===== src/hw/rtl/tsrt_pkg.sv =====
// ----------------------------------------------------------------------------
// Timed slot ring table package
// Shared constants, sequencer states and the lifetime table.
// ----------------------------------------------------------------------------
package tsrt_pkg;

  localparam int unsigned SLOTS_DEF = 64;
  localparam int unsigned AGE_W     = 20;
  localparam int unsigned LIFE_W    = 19;
  localparam int unsigned MUL_W     = 32;
  localparam logic [AGE_W-1:0] AGE_MAX = {AGE_W{1'b1}};
  localparam logic [15:0] UNIT_ONE = 16'd16384;
  localparam logic [14:0] SCALE_ONE = 15'd256;

  typedef enum logic [3:0] {
    ST_CLEAR,
    ST_IDLE,
    ST_TICK,
    ST_EREAD,
    ST_SQX,
    ST_SQY,
    ST_LEN,
    ST_BA,
    ST_BB,
    ST_BC,
    ST_DONE
  } state_e;

  function automatic logic [LIFE_W-1:0] life_lut(input logic [7:0] ek, input logic [7:0] fam);
    logic [1:0] k;
    logic [1:0] f;
    logic [LIFE_W-1:0] v;
    k = (ek > 8'd3) ? 2'd1 : ek[1:0];
    f = (fam > 8'd2) ? 2'd0 : fam[1:0];
    case ({k, f})
      4'b0000: v = 19'd75000;
      4'b0001: v = 19'd60000;
      4'b0010: v = 19'd116250;
      4'b0100: v = 19'd280000;
      4'b0101: v = 19'd224000;
      4'b0110: v = 19'd434000;
      4'b1000: v = 19'd320000;
      4'b1001: v = 19'd256000;
      4'b1010: v = 19'd496000;
      4'b1100: v = 19'd140000;
      4'b1101: v = 19'd112000;
      4'b1110: v = 19'd217000;
      default: v = 19'd75000;
    endcase
    return v;
  endfunction

endpackage


===== src/hw/rtl/tsrt_mul.sv =====
// ----------------------------------------------------------------------------
// Shared multiplier
// Unsigned 32 x 32 multiply with a registered product.
// ----------------------------------------------------------------------------
module tsrt_mul (
  input  logic                         clk_i,
  input  logic [tsrt_pkg::MUL_W-1:0]   a_i,
  input  logic [tsrt_pkg::MUL_W-1:0]   b_i,
  output logic [2*tsrt_pkg::MUL_W-1:0] p_o
);

  logic [2*tsrt_pkg::MUL_W-1:0] p_q;

  always_ff @(posedge clk_i) begin
    p_q <= a_i * b_i;
  end

  assign p_o = p_q;

endmodule


===== config.mk =====
export PLATFORM = sky130hd
export DESIGN_NAME = tsrt_mul
export DESIGN_NICKNAME = d
export VERILOG_FILES = /design/src/hw/rtl/tsrt_pkg.sv /design/src/hw/rtl/tsrt_mul.sv
export SDC_FILE = /design/constraint.sdc
export NUM_CORES = 2
export LEC_CHECK = 0
export CAP_MARGIN = 25
export CORE_UTILIZATION = 40
export DETAILED_ROUTE_END_ITERATION = 10
export DONT_BUFFER_PORTS = 1
export GPL_ROUTABILITY_DRIVEN = 0
export SLEW_MARGIN = 10
export SYNTH_ARGS = -nofsm -noshare
export SYNTH_HDL_FRONTEND = slang
export SYNTH_SLANG_ARGS = --single-unit

===== constraint.sdc =====
create_clock -name clk_i -period 7.8 [get_ports clk_i]
set_input_delay 0.39 -clock clk_i [delete_from_list [all_inputs] [get_ports clk_i]]
set_output_delay 0.39 -clock clk_i [all_outputs]
set_load 0.01 [all_outputs]

# Word-level counts from Yosys, hierarchy flattened
# Index checks and enable logic that the tools add are counted.
[totals] register_bits=64 out_inout_bits=64 wordCells=2
[op_classes] multipliers=1
[op_table] operator="multiplier 32 x 32 -> 64 bit" count=1

# Depth between registers and ports, before layout
[depth] depth_word=1 mapped_depth=29

# Least setup slack after synthesis
# OpenSTA, ideal clock, no wires.
[synth_path] kind="input to register" startpoint="input port a_i[25] (netlist bit)" endpoint="register p_q, in the netlist p_o[62]" t_arrival_ns=7.071 t_required_ns=7.728 setup_slack_ns=0.657 path_stages=25 cell_sequence="clkbuf_1 -> nand2_1 -> fa_1 -> inv_1 -> fa_1 -> inv_1 -> fa_1 -> inv_1 -> fa_1 -> fa_1 -> fa_1 -> fa_1 -> inv_1 -> fa_1 -> inv_1 -> ha_1 -> buf_2 -> nand4_1 -> or4_1 -> or3_1 -> a31oi_1 -> a31o_2 -> a211oi_1 -> o21ai_1 -> xor2_1"
[synth_via] elab_chain_cells=1
[synth_lines] element="from (decl)" line_no="tsrt_mul.sv:7" source="input logic [tsrt_pkg::MUL_W-1:0] a_i,"
[synth_lines] element="multiplier 32 x 32 -> 64 bit" line_no="tsrt_mul.sv:15" source="p_q <= a_i * b_i;"
[synth_lines] element="to (signal assigned)" line_no="tsrt_mul.sv:15"
[synth_lines] element="to (decl)" line_no="tsrt_mul.sv:12" source="logic [2*tsrt_pkg::MUL_W-1:0] p_q;"
# No other way between the ends.

# Worst setup path after layout
[layout_path] startpoint="input port a_i[26] (netlist bit)" endpoint="register p_q, in the netlist p_o[62]"
# The elaborated chain is that of the path after synthesis.

==> impl_metrics.tcl <==
set metrics [dict create \
    fin_cells 4696 \
    cts_setup_buffers 0 \
    grt_pass1_vias 26500 \
    core_um2 85500 \
    synthCells 3748 \
    cp.depth 22 \
    firstDrtPassIters 5 \
    cts_tree "yes" \
    setup.worst_path.end_class "flip-flop" \
    setup_viol_count_final 0 \
    critPathLaunchType "primary input" \
    cp_slowest_cell "fa_1" \
    worst_slew_pin_slew_ns 0.577 \
    antenna_found_initial 3 \
    root_buffer "clkbuf_16" \
    grtUsageTotal 0.226 \
    crit_chain "and2_1, fa_1, fa_1, inv_1, fa_1, fa_1, inv_1, fa_1, fa_1, fa_1, inv_1, fa_1, inv_1, ha_1, nand4_1, or4_1, or3_1, a31oi_1, a31o_2, a211oi_1, o21ai_1, xor2_1" \
    cts_hold_buf 0 \
    syn_nets 4972 \
    die_y_um 296 \
    maxSlewViolCount 0 \
    clkTransAtPathRegs_ns 0.07 \
    chipWidth_um 296 \
    rows 107 \
    fmax_ghz 0.135 \
    arrival_ns 7.67 \
    critPathTopFamily "adder cells" \
    post-route-drc-count 0 \
    maxCapViolations 0 \
    synth-main-ff-cell "dfxtp_1" \
    grt_max_degree 33 \
    cpMostUsedCell "fa_1" \
    gr-total-overflow 0 \
    final_hold_viol_count 0 \
    numCtsBuffers 9 \
    critical_path_buf_inv_count 4 \
    max_slew_margin 0.613 \
    min_to "p_o[0]" \
    vias_per_cell 5.08 \
    rsz0062_at_grt "no" \
    setup_ws_ns 0.413 \
    path_class "primary input to flip-flop" \
    drt-wirelength-per-cell_um 20.0 \
    io_pins 129 \
    topRoutingLayerUsed "met4" \
    finalCriticalPeriod_ns 7.39 \
    synth.avg_cell_area_um2 9.25 \
    wl_mm 94.1 \
    nets 4770 \
    synth_area_um2 34700 \
    dp_cells 4679 \
    grt_pass1_wl_mm 150 \
    outcome "finished, final reports clean" \
    layout_common_cells "896 x fa_1, 865 x inv_1, 602 x and2_1, 480 x nand2_1, 263 x ha_1" \
    min_from "b_i[0]" \
    die_area_um2 87900 \
    final_antenna_net_count 0 \
    critical_path_required_ns 8.08 \
    worst_hold_path.num_cells 1 \
    areaGrowthSynthToFinish_pct 2.74 \
    ys_seq_area_frac 0.0369 \
    largest_reg_flops 64 \
    synthArstFlopShare 0 \
    dr_wl_met2_mm 49.4 \
    initial_core_util 0.405 \
    path_max_fanout 32 \
    cts_max_path_buffers 2 \
    post_cts_resized 0 \
    via_count 23900 \
    ys_types 57 \
    wl_met3_mm 4.93 \
    wl_met1_mm 35.9 \
    hpwl_mm 75.2 \
    final_common_cell "fa_1" \
    fin_tns_setup_ns 0 \
    hold_path_class "primary input to flip-flop" \
    drive_gt1_frac 0.0113 \
    htreeDepth 3 \
    fin_crit_sh 0.947 \
    port_buffers 0 \
    drt_iter0_drc 1223 \
    clock_sinks 64 \
    dp_slack_ns 0.162 \
    cp_slowest_stage_delay_ns 0.60 \
    synth_edf_count 0 \
    synth_warnings 0 \
    ys_seq_elements 64 \
]
-- synth_stat cells, types with 5 or more instances --
cell	number	share of area
inv_1	865	0.094
xor2_1	25	0.0063
dfxtp_1	64	0.037
nand3_1	10	0.0014
a21oi_1	63	0.0091
fa_1	896	0.52
nor3_1	7	0.0010
buf_2	6	0.00087
and3_1	14	0.0025
clkbuf_1	213	0.023
nor2_1	20	0.0022
o21ai_1	5	0.00072
o21ai_0	21	0.0030
o21a_1	9	0.0019
a21o_1	40	0.0087
nand2_1	480	0.052
and2_1	602	0.11
ha_1	263	0.095
o21bai_1	10	0.0022
nand4_1	23	0.0041
a31oi_1	12	0.0022
xnor2_1	35	0.0088
-- routing by layer --
layer / vias up / track usage
met5: - / 0
met4: 0 / 0.0874
met3: 173 / 0.0302
met2: 672 / 0.408
met1: 12600 / 0.271
li1: 10400 / -
-- cells by family after synthesis --
family	count (synthesis)	synth area share
AND/OR/NAND/NOR	1177	0.176
adder cells (fa/ha/maj)	1159	0.612
buffers and inverters	1085	0.118
AO/OA/AOI/OAI	202	0.0415
flip-flops	64	0.0369
XOR/XNOR	60	0.0152
multiplexers	1	0.000289
-- worst max path at each step --
| stage | slack [ns] | start | end |
|---|---|---|---|
| after detailed placement | 0.16 | a_i[26] | p_o[62] |
| after global routing | 0.11 | a_i[26] | p_o[62] |
| after global placement | 0.28 | a_i[26] | p_o[62] |
| after floorplan | 0.66 | a_i[25] | p_o[62] |
| final | 0.41 | a_i[26] | p_o[62] |
| after CTS | 0.50 | a_i[26] | p_o[62] |
-- area by class of cell --
type,count,area (µm²)
diodes,1,2.50
clock buffers,9,225
clock inverters,7,72.6
fillers,8470,49900
inverters,865,3250
multi-input cells,2599,29300
flip-flops and latches,64,1280
well taps,1144,1430
repair buffers,7,52.6
-- per-stage QoR --
step / hold WS (ns) / cell area [µm²] / utilization
detailed placement: 0.607 / 35300 / 0.413
CTS: 0.231 / 35600 / 0.416
global route: 0.216 / 35600 / 0.416
global placement: 0.615 / 35300 / 0.413
finish: 0.242 / 35600 / 0.416
floorplan: 0.517 / 34700 / -
Power is not shown: default switching activity piles up to over one toggle a cycle in this logic, so the estimate is an artifact.
