## src/hw/rtl/tsrt_ram.sv

```systemverilog
// ----------------------------------------------------------------------------
// Generic RAM
// One write port, one read port, registered read data.
// ----------------------------------------------------------------------------
module tsrt_ram #(
  parameter int unsigned Width = 8,
  parameter int unsigned Depth = 64
) (
  input  logic                     clk_i,
  input  logic                     we_i,
  input  logic [$clog2(Depth)-1:0] waddr_i,
  input  logic [Width-1:0]         wdata_i,
  input  logic [$clog2(Depth)-1:0] raddr_i,
  output logic [Width-1:0]         rdata_o
);

  logic [Width-1:0] mem_q [Depth];

  always_ff @(posedge clk_i) begin
    if (we_i) begin
      mem_q[waddr_i] <= wdata_i;
    end
    rdata_o <= mem_q[raddr_i];
  end

endmodule

```

## config.mk

```make
export PLATFORM = sky130hd
export DESIGN_NAME = tsrt_ram
export DESIGN_NICKNAME = d
export VERILOG_FILES = /design/src/hw/rtl/tsrt_ram.sv
export SDC_FILE = /design/constraint.sdc
export NUM_CORES = 1
export LEC_CHECK = 0
export ABC_AREA = 1
export BUFFER_PORTS_ARGS = -buffer_cell sky130_fd_sc_hd__buf_2
export CAP_MARGIN = 25
export CORE_MARGIN = 3
export CORE_UTILIZATION = 55
export CTS_CLUSTER_DIAMETER = 120
export DETAILED_ROUTE_END_ITERATION = 10
export PLACE_DENSITY = 0.71
export RECOVER_POWER = 50
export SETUP_SLACK_MARGIN = 0.3
export SYNTH_ARGS = -nofsm -noshare
export SYNTH_HDL_FRONTEND = slang
export SYNTH_SLANG_ARGS = --single-unit
```

## constraint.sdc

```tcl
create_clock -name clk_i -period 4.3 [get_ports clk_i]
set_input_delay 0.86 -clock clk_i [delete_from_list [all_inputs] [get_ports clk_i]]
set_output_delay 0.86 -clock clk_i [all_outputs]
set_load 0.02 [all_outputs]
```

-- After elaboration in Yosys (flattened, before gate mapping)
Memory sizes are Yosys's and may differ from the RTL's. A register that Yosys moved wholly into a read port is not among the register bits.
Index checks and enable logic that the tools add are counted.
- bits in registers: 0
- bits in writable memories: 512
- input bits: 22
- output and inout bits: 8
- logic and storage cells: 3
- memories: 1
- memories (memory ; depth ; width ; read ports ; clocked after memory_dff ; write ports ; line ; text):
    mem_q ; 64 ; 8 ; 1 ; 1 ; 1 ; 17 ; logic [Width-1:0] mem_q [Depth];
- muxes and demuxes: 2
- operators by type and width (kind ; count):
    $mux W1 ; 2

-- Longest topological paths before layout
Gate-level depths: netlist of the first run.
- depth in word-level cells: 2
- mapped depth: 12
- gate-level depth less buffers: 9

-- Worst setup path after synthesis of the first run
Ideal clock, no wire load.
- path type: input to register
- start: in we_i
- end: mem mem_q[48][0], enable pin
- setup time: 395 ps
- data arrival time: 2231 ps
- data required time: 3905 ps
- setup slack: 1674 ps
- stages: 3
- buffers on the path: 1
- cells stage by stage: clkbuf_1 -> nand4_1 -> nor4_1
- longest elaborated chain between the ends: 2
- ends and longest elaborated chain (what ; line ; text):
    start, declared ; 10 ; input logic we_i,
    $mux W1 ; 20 ; if (we_i) begin
    $mux W1 (implied by the code) ; 21 ; mem_q[waddr_i] <= wdata_i;
    end, declared ; 17 ;
No other way between the ends.

-- Worst setup path after layout of the first run
- start: in wdata_i[4]
- end: mem mem_q[46][4] (data pin)
- RTL lines (what ; line ; text):
    start, declared ; 12 ; input logic [Width-1:0] wdata_i,
Straight into the memory's write port.

==> results of run 1 <==
## worst min-delay path: stages
cell and delay [ns]:
buf_2 0.16, nand3_1 0.10, nand2_1 0.04
## registers in the layout (all words and copies together), names as in the netlist
name,count
mem_q,512
rdata_o,8
## kinds of logic after synthesis
family | synth area share
simple gates | 0.2318
buf+inv | 0.04022
flops | 0.7280
## stage by stage
| stage | std cells | hold WS [ns] | utilization |
|---|---|---|---|
| 6_report | 2358 | 0.6386 | 0.6114 |
| 5_1_grt | 2358 | 0.6607 | 0.6114 |
| 4_1_cts | 2356 | 0.6223 | 0.6116 |
| 3_5_place_dp | 2263 | 0.8150 | 0.5703 |
| 3_3_place_gp | 2262 | 0.8019 | 0.5695 |
| 2_1_floorplan | 1805 | 0.7217 | - |
## power breakdown
part	total [mW]	switching, mW	leakage (nW)	internal, mW
logic	0.652	0.495	2.82	0.157
registers	5.63	0.0199	4.67	5.62
clock network	4.19	1.80	0.770	2.39
total	10.5	2.31	8.27	8.17
## cells in the final DEF (no fill, tap or decap), drive strengths merged
master | netlist | final
buf | 98 | 40
bufinv | 0 | 1
clkbuf | 15 | 95
clkinv | 0 | 18
clkinvlp | 0 | 1
dfxtp | 8 | 8
edfxtp | 512 | 512
inv | 12 | 12
nand2 | 648 | 648
nand3 | 439 | 439
nand4 | 9 | 9
nor2 | 56 | 56
nor4 | 8 | 8
## area by class of cell
type | count | area, um2
multi-input combinational | 1160 | 4946
inverter | 12 | 52.55
timing repair buffer | 62 | 450.4
clock buffer | 73 | 1451
tap | 511 | 639.4
clock inverter | 20 | 116.4
fill | 2978 | 14740
sequential | 520 | 15530
## per-layer routing
layer,GRT usage,vias to the layer above
li1,-,6348
met5,0,-
met4,0.08067,2
met1,0.3600,6742
met3,0.03992,114
met2,0.4005,731
## worst max path at each step
| stage | startpoint | to | slack (ns) | depth (start not counted) |
|---|---|---|---|---|
| 2_1_floorplan | we_i | mem_q[48][0] | 1.67 | 3 |
| 3_3_place_gp | raddr_i[1] | rdata_o[2] | 1.04 | 10 |
| 3_5_place_dp | raddr_i[0] | rdata_o[2] | 1.08 | 11 |
| 4_1_cts | raddr_i[0] | rdata_o[2] | 1.65 | 11 |
| 5_1_grt | wdata_i[4] | mem_q[46][4] | 0.77 | 2 |
| 6_report | wdata_i[4] | mem_q[46][4] | 0.95 | 2 |
==> results.toml, run 1 <==
[timing]
layout_setup_ws_ns = 0.9479
setup_tns_ns = 0
grt_setup_unrepaired = "no"
drv_slew = 327
setup_viol = 0
fin_worst_skew_ns = 0.02525
min_period_ns = 3.352
period_share = 0.7796
hold_violations = 0
worst_slew_pin_slew_ns = 2.532
clock.fmax_mhz = 298.3
relSlewSlack = -0.6879

[cells_and_area]
nNetsFinal = 1829
final_layout_size_suffix_gt1_frac = 0.06118
antenna_cells = 0
final_area_um2 = 23190
area_growth_pct = 8.678

[floorplanning]
pin_count = 30
fp.dieW_um = 203.0
die-area_um2 = 41200
row_count = 71
core_area_um2 = 37930
fp.dieH_um = 203.0
initial_core_util = 0.5626

[synth]
syn_nets = 1827
syn-mean-instance-area_um2 = 11.82
ys_ff_latch = 520
syn_inst = 1805
synthFlopType = "edfxtp_1"
synth_area_um2 = 21340
synth_top_cell_by_area = "edfxtp_1"
netlist_top_cells_count = "648 x nand2_1, 512 x edfxtp_1, 439 x nand3_1"
ys_top_cells_by_area = "edfxtp_1 72%, nand2_1 11%, nand3_1 10%"
synth-edff-count = 512
ys_types = 16
yosys_warnings = 0
yosysSeqAreaShare = 0.7280
async_reset_ff_frac = 0
post-synth-top-count-cell = "nand2_1"
synth_top_area_frac = 0.7205

[clock_tree]
ctsRootBufferMaster = "clkbuf_16"
path_clk_slew_ns = 0.06
numCtsBuffers = 51
clk_latency_ns = 0.58
cts_max_path_buffers = 3
cts_tree = "yes"
post_cts_buffers = 0
cts_resized = 0
htree_levels = 2
cts_hold_buf = 0
clock-sinks = 520

[worst_setup_path]
critPathArrivalTime_ns = 3.47
path_buf_inv = 2
cp-start-kind = "input pin"
endpoint_kind = "flop"
crit_top_cell = "clkbuf_1"
reg2reg_slack_ns = 2.87
critPathMaxStageDelay_ns = 1.31
r2r_start = "mem_q[14][2]"
r2r_end = "rdata_o[2]"
r2r_cells = 8
crit_path_max_fanout = 34
critPathKind = "input pin to flop"
cp_top_family = "buffers and inverters"
crit_required_ns = 4.42
crit_chain = "clkbuf_1 > clkbuf_1"
cpMaxStageDelayCell = "clkbuf_1"

[drt]
routedWlPerCell_um = 21.96
wl_met2_um = 24580
dr_wl_met3_um = 4907
via_per_inst = 5.911
initialDrtViolationCount = 1717
routed_wl_um = 51780
vias = 13937
ant_nets = 0
wl_met1_um = 20630
drt_pass1_iterations = 8
top_layer_used = "met5"
drcViolationCount = 0

[status]
violations = "capacitance limit, slew limit"
status = "finished, violations left"

[grt]
grt_overflow = 0
antenna_found_initial = 2
grt_usage = 0.2511
grt_pass1_wl_um = 79320
grt_pass1_vias = 13156
grt_start_max_net_pins = 203

[worst_hold_path]
hold_depth = 3
hp-class = "input pin to flop"
min-delay-start = "raddr_i[5]"
min_to = "rdata_o[5]"

[placement]
hpwl_um = 29480
placed_cell_area_um2 = 21630
port_buffers = 29
gp_congestion = 0.8571
post-place-ws_ns = 1.079

[power]
ir_drop_mv = 0.3246
p_leak_nw = 8.268
p_total_mw = 10.48
power_density_nw_per_um2 = 451.9

[run]
cap_violations = 9
(Power assumes the default switching activity.)
==> run 2: changes to the inputs <==
==> constraint.sdc (replaced) <==
create_clock -name clk_i -period 3.1 [get_ports clk_i]
set_input_delay 0.62 -clock clk_i [delete_from_list [all_inputs] [get_ports clk_i]]
set_output_delay 0.62 -clock clk_i [all_outputs]
set_load 0.02 [all_outputs]
==> results.toml, run 2 (same netlist as run 1, synthesis figures left out) <==
[status]
status = "finished, violations left"
violations = "capacitance limit, slew limit"

[timing]
grt_setup_unrepaired = "no"
relSlewSlack = -0.2277
drv_slew = 229
fin_worst_skew_ns = 0.02167
worst_slew_pin_slew_ns = 1.841
setup_tns_ns = 0
setup_viol = 0
layout_setup_ws_ns = 0.8139
period_share = 0.7374
hold_violations = 0
min_period_ns = 2.286
clock.fmax_mhz = 437.4

[drt]
vias = 13892
routed_wl_um = 51050
initialDrtViolationCount = 1697
routedWlPerCell_um = 21.30
drcViolationCount = 0
ant_nets = 0
via_per_inst = 5.796
drt_pass1_iterations = 5

[cells_and_area]
largest_reg_flops = 512
final_common_cell = "nand2_1"
fin_util = 0.6199
area_growth_pct = 10.20
final_area_um2 = 23520
reg_top3 = "mem_q: 512 flops, rdata_o: 8 flops"
layout.cells.non_filler = 2397
layout_common_cells = "648 x nand2_1, 512 x edfxtp_1, 439 x nand3_1"
largest_register = "mem_q"
nNetsFinal = 1867
antenna_cells = 0
final_layout_size_suffix_gt1_frac = 0.08271

[worst_setup_path]
path_buf_inv = 2
cp_top_family = "buffers and inverters"
crit_required_ns = 3.31
crit_chain = "clkbuf_1 > clkbuf_2"
cp-start-kind = "input pin"
critPathMaxStageDelay_ns = 1.00
endpoint_kind = "flop"
crit_path_max_fanout = 45
critPathKind = "input pin to flop"
cpMaxStageDelayCell = "clkbuf_2"
critPathArrivalTime_ns = 2.50

[clock_tree]
cts_resized = 0
htree_levels = 2
path_clk_slew_ns = 0.06
post_cts_buffers = 0
clk_latency_ns = 0.58
numCtsBuffers = 52
cts_max_path_buffers = 3
cts_tree = "yes"
clock-sinks = 520
ctsRootBufferMaster = "clkbuf_16"
cts_hold_buf = 0

[worst_hold_path]
hp-class = "input pin to flop"

[floorplanning]
fp.dieH_um = 203.0
fp.dieW_um = 203.0
core_area_um2 = 37930
row_count = 71
pin_count = 30
die-area_um2 = 41200
initial_core_util = 0.5626

[placement]
post-place-ws_ns = 0.4936
placed_cell_area_um2 = 22000
port_buffers = 29
hpwl_um = 29030
gp_congestion = 0.8461
dp_cells = 2302

[grt]
grt_overflow = 0
grt_start_max_net_pins = 105
grt_pass1_wl_um = 78360
grt_usage = 0.2483
antenna_found_initial = 2
grt_pass1_vias = 13210

[power]
p_leak_nw = 8.494
power_density_nw_per_um2 = 618.0
ir_drop_mv = 0.5038

[run]
cap_violations = 5
## run 2: cell count changes in the layout (fill, tap and decap cells not counted), sizes merged
cell	before	now
buf	40	83
clkinv	18	12
inv	12	14
## run 2: stage by stage
step / power, mW / hold WS (ns)
CTS: 14.58 / 0.4204
global placement: 8.833 / 0.7744
global route: 14.99 / 0.4336
finish: 14.53 / 0.4282
floorplan: 8.508 / 0.7189
detailed placement: 8.853 / 0.7822
## run 2: final cells by class
| class | count | area [um2] |
|---|---|---|
| Sequential cell | 520 | 15530 |
| Fill cell | 2921 | 14420 |
| Multi-Input combinational cell | 1160 | 4946 |
| Clock buffer | 79 | 1454 |
| Timing Repair Buffer | 99 | 783.3 |
| Tap cell | 511 | 639.4 |
| Clock inverter | 16 | 106.4 |
| Inverter | 12 | 52.55 |
## run 2: metal layers
metal	wire (um)	vias to the layer above	global-route usage	part of all wire
met3	4248	112	0.03672	0.083
met5	7	-	0	0.00014
met1	21170	6702	0.3576	0.41
li1	-	6427	-	-
met4	1488	2	0.07845	0.029
met2	24140	649	0.3965	0.47
## run 2: final timing paths
kind / start / endpoint / slack (ns) / depth (start not counted)
hold reg to reg: mem_q[24][7] / rdata_o[7] / 0.81 / 8
setup reg to reg: mem_q[51][5] / rdata_o[5] / 1.72 / 8
hold / removal: raddr_i[5] / rdata_o[1] / 0.43 / 3
setup / recovery: wdata_i[6] / mem_q[28][6] / 0.81 / 2
## run 2: report_power, final
part           switching, mW  leakage, nW  internal [mW]
Clock                   2.51        0.756           3.30
Sequential            0.0256         4.67           7.79
Combinational          0.671         3.06          0.228
==> run 3: changes to the inputs <==
--- a/config.mk
+++ b/config.mk
@@ -5,14 +5,14 @@
 export SDC_FILE = /design/constraint.sdc
 export NUM_CORES = 1
 export LEC_CHECK = 0
-export ABC_AREA = 1
+export ABC_AREA = 0
 export BUFFER_PORTS_ARGS = -buffer_cell sky130_fd_sc_hd__buf_2
 export CAP_MARGIN = 25
 export CORE_MARGIN = 3
 export CORE_UTILIZATION = 55
 export CTS_CLUSTER_DIAMETER = 120
 export DETAILED_ROUTE_END_ITERATION = 10
-export PLACE_DENSITY = 0.71
+export PLACE_DENSITY = 0.74
 export RECOVER_POWER = 50
 export SETUP_SLACK_MARGIN = 0.3
 export SYNTH_ARGS = -nofsm -noshare
==> constraint.sdc (replaced) <==
create_clock -name clk_i -period 1.85 [get_ports clk_i]
set_input_delay 0.37 -clock clk_i [delete_from_list [all_inputs] [get_ports clk_i]]
set_output_delay 0.37 -clock clk_i [all_outputs]
set_load 0.02 [all_outputs]
==> results.toml, run 3 <==
[cells_and_area]
nNetsFinal = 1134
layout_common_cells = "512 x edfxtp_1, 126 x mux4_2, 103 x buf_4"
reg_top3 = "mem_q: 512 flops, rdata_o: 8 flops"
fin_util = 0.6769
layout.cells.non_filler = 1609
largest_register = "mem_q"
final_area_um2 = 24250
final_layout_size_suffix_gt1_frac = 0.4103
final_common_cell = "edfxtp_1"
area_growth_pct = 20.26
largest_reg_flops = 512
antenna_cells = 0

[grt]
grt_usage = 0.2477
grt_pass1_wl_um = 69390
grt_start_max_net_pins = 65
grt_overflow = 0
antenna_found_initial = 2
grt_pass1_vias = 10349

[floorplanning]
fp.dieH_um = 197.5
pin_count = 30
fp.dieW_um = 197.5
die-area_um2 = 39000
row_count = 69
core_area_um2 = 35830
initial_core_util = 0.5629

[worst_setup_path]
cpMaxStageDelayCell = "mux4_2"
r2r_cells = 5
crit_end = "rdata_o[4]"
setup.worst_path.start = "mem_q[39][4]"
crit_required_ns = 2.29
crit_top_cell = "mux4_2"
critPathArrivalTime_ns = 2.28
cp-start-kind = "flop"
endpoint_kind = "flop"
crit_path_max_fanout = 1
r2r_end = "rdata_o[4]"
reg2reg_slack_ns = 0.01
critPathKind = "flop to flop"
r2r_start = "mem_q[39][4]"
critPathMaxStageDelay_ns = 0.53
crit_chain = "mux4_2 > mux4_2 > nor2_1 > buf_4 > o32ai_1"

[synth]
async_reset_ff_frac = 0
synth_top_cell_by_area = "edfxtp_1"
yosys_warnings = 0
yosysSeqAreaShare = 0.7703
syn-mean-instance-area_um2 = 21.45
ys_ff_latch = 520
synth_area_um2 = 20170
ys_top_cells_by_area = "edfxtp_1 76%, mux4_2 14%, nor2_1 1.5%"
synth-edff-count = 512
ys_types = 40
netlist_top_cells_count = "512 x edfxtp_1, 126 x mux4_2, 83 x nor2_1"
syn_inst = 940
synthFlopType = "edfxtp_1"
post-synth-top-count-cell = "edfxtp_1"
syn_nets = 962
synth_top_area_frac = 0.7624

[clock_tree]
numCtsBuffers = 50
cts_tree = "yes"
post_cts_buffers = 0
path_clk_slew_ns = 0.06
htree_levels = 2
ctsRootBufferMaster = "clkbuf_16"
clk_latency_ns = 0.58
cts_max_path_buffers = 3
clock-sinks = 520

[drt]
via_per_inst = 6.313
ant_nets = 0
dr_wl_met3_um = 3106
vias = 10157
top_layer_used = "met5"
routedWlPerCell_um = 28.83
drt_pass1_iterations = 5
wl_met1_um = 19340
initialDrtViolationCount = 993
wl_met2_um = 23130
drcViolationCount = 0
routed_wl_um = 46380

[placement]
port_buffers = 29
hpwl_um = 29650
placed_cell_area_um2 = 22670
post-place-ws_ns = -0.5736
dp_cells = 1520
gp_congestion = 0.8430

[timing]
hold_violations = 0
worst_slew_pin_slew_ns = 1.855
fin_worst_skew_ns = 0.01550
setup_tns_ns = 0
clock.fmax_mhz = 544.5
relSlewSlack = -0.2364
period_share = 0.9928
min_period_ns = 1.837
setup_viol = 0
hold_ws_ns = 0.3030
grt_setup_unrepaired = "yes"
drv_slew = 66
layout_setup_ws_ns = 0.01333

[power]
combPwrFrac = 0.065
pwr-share-clk = 0.389
p_sw_mw = 5.125
switching_share = 0.2135
p_leak_nw = 7.703
p_int_mw = 18.88
ir_drop_mv = 0.8105
power_density_nw_per_um2 = 989.8
p_total_mw = 24.01
p_seq_frac = 0.546

[status]
violations = "capacitance limit, slew limit"
status = "finished, violations left"

[run]
cap_violations = 2

[worst_hold_path]
hp-class = "input pin to flop"
[run 3: changes by cell type in the layout (fill, tap and decap cells not counted), sizes merged, moves of 13 or more]
cell	change
clkbuf	-20
inv	-14
mux2i	+23
nor2	+27
buf	+75
nand3	-426
nand2	-629
mux2	+13
nor2b	+14
mux4	+126
[run 3: worst min-delay path by stage]
stage	endpoint	start	slack, ns	depth (start not counted)
6_report	rdata_o[1]	raddr_i[5]	0.30	3
5_1_grt	rdata_o[1]	raddr_i[5]	0.28	3
4_1_cts	mem_q[49][5]	wdata_i[5]	0.17	1
3_5_place_dp	mem_q[49][5]	wdata_i[5]	0.79	1
3_3_place_gp	rdata_o[2]	mem_q[23][2]	0.78	4
2_1_floorplan	mem_q[0][0]	wdata_i[0]	0.47	0
[run 3: kinds of logic (layout without fill, tap and decap cells)]
| logic type | count (synthesis) | count (layout) | synth area share |
|---|---|---|---|
| AOI/OAI and AO/OA | 54 | 54 | 0.02072 |
| muxes | 162 | 162 | 0.1594 |
| buffers and inverters | 51 | 259 | 0.01570 |
| and+or+nand+nor | 153 | 153 | 0.03387 |
| DFF | 520 | 520 | 0.7703 |
[run 3: worst max-delay path, delay by kind of cell, from the launching register on]
family                 cells  cell delay (ns)
muxes                      2             1.01
buffers and inverters      1             0.13
AOI/OAI and AO/OA          1             0.07
DFF                        1             0.37
and+or+nand+nor            1             0.11
[run 3: power groups by stage]
stage                     Sequential (mW)  Combinational [mW]  Clock, mW
final                                13.1                1.56       9.34
after global routing                 13.1                1.65       9.95
after global placement               13.3                1.48          0
after CTS                            13.1                1.57       9.48
after detailed placement             13.3                1.52          0
after floorplan                      13.3               0.798          0
[run 3: timing repair]
item                                    CTS  global route
endpoints found under the setup margin   13            11
pin swaps                                 4             2
gates resized for setup                  29             6
hold buffers                              0             0
[run 3: layout make-up]
class                      instances  area, um2
clock buffer                      62       1360
timing repair buffer             171       1663
multi-input combinational        369       4994
fill                            2190      11570
tap                              461      576.8
clock inverter                    26      116.4
sequential                       520      15540
[run 3: per-layer routing]
layer	vias to the layer above	track usage
li1	4284	-
met2	401	0.4010
met3	65	0.04076
met4	2	0.05597
met5	-	0
met1	5405	0.3650
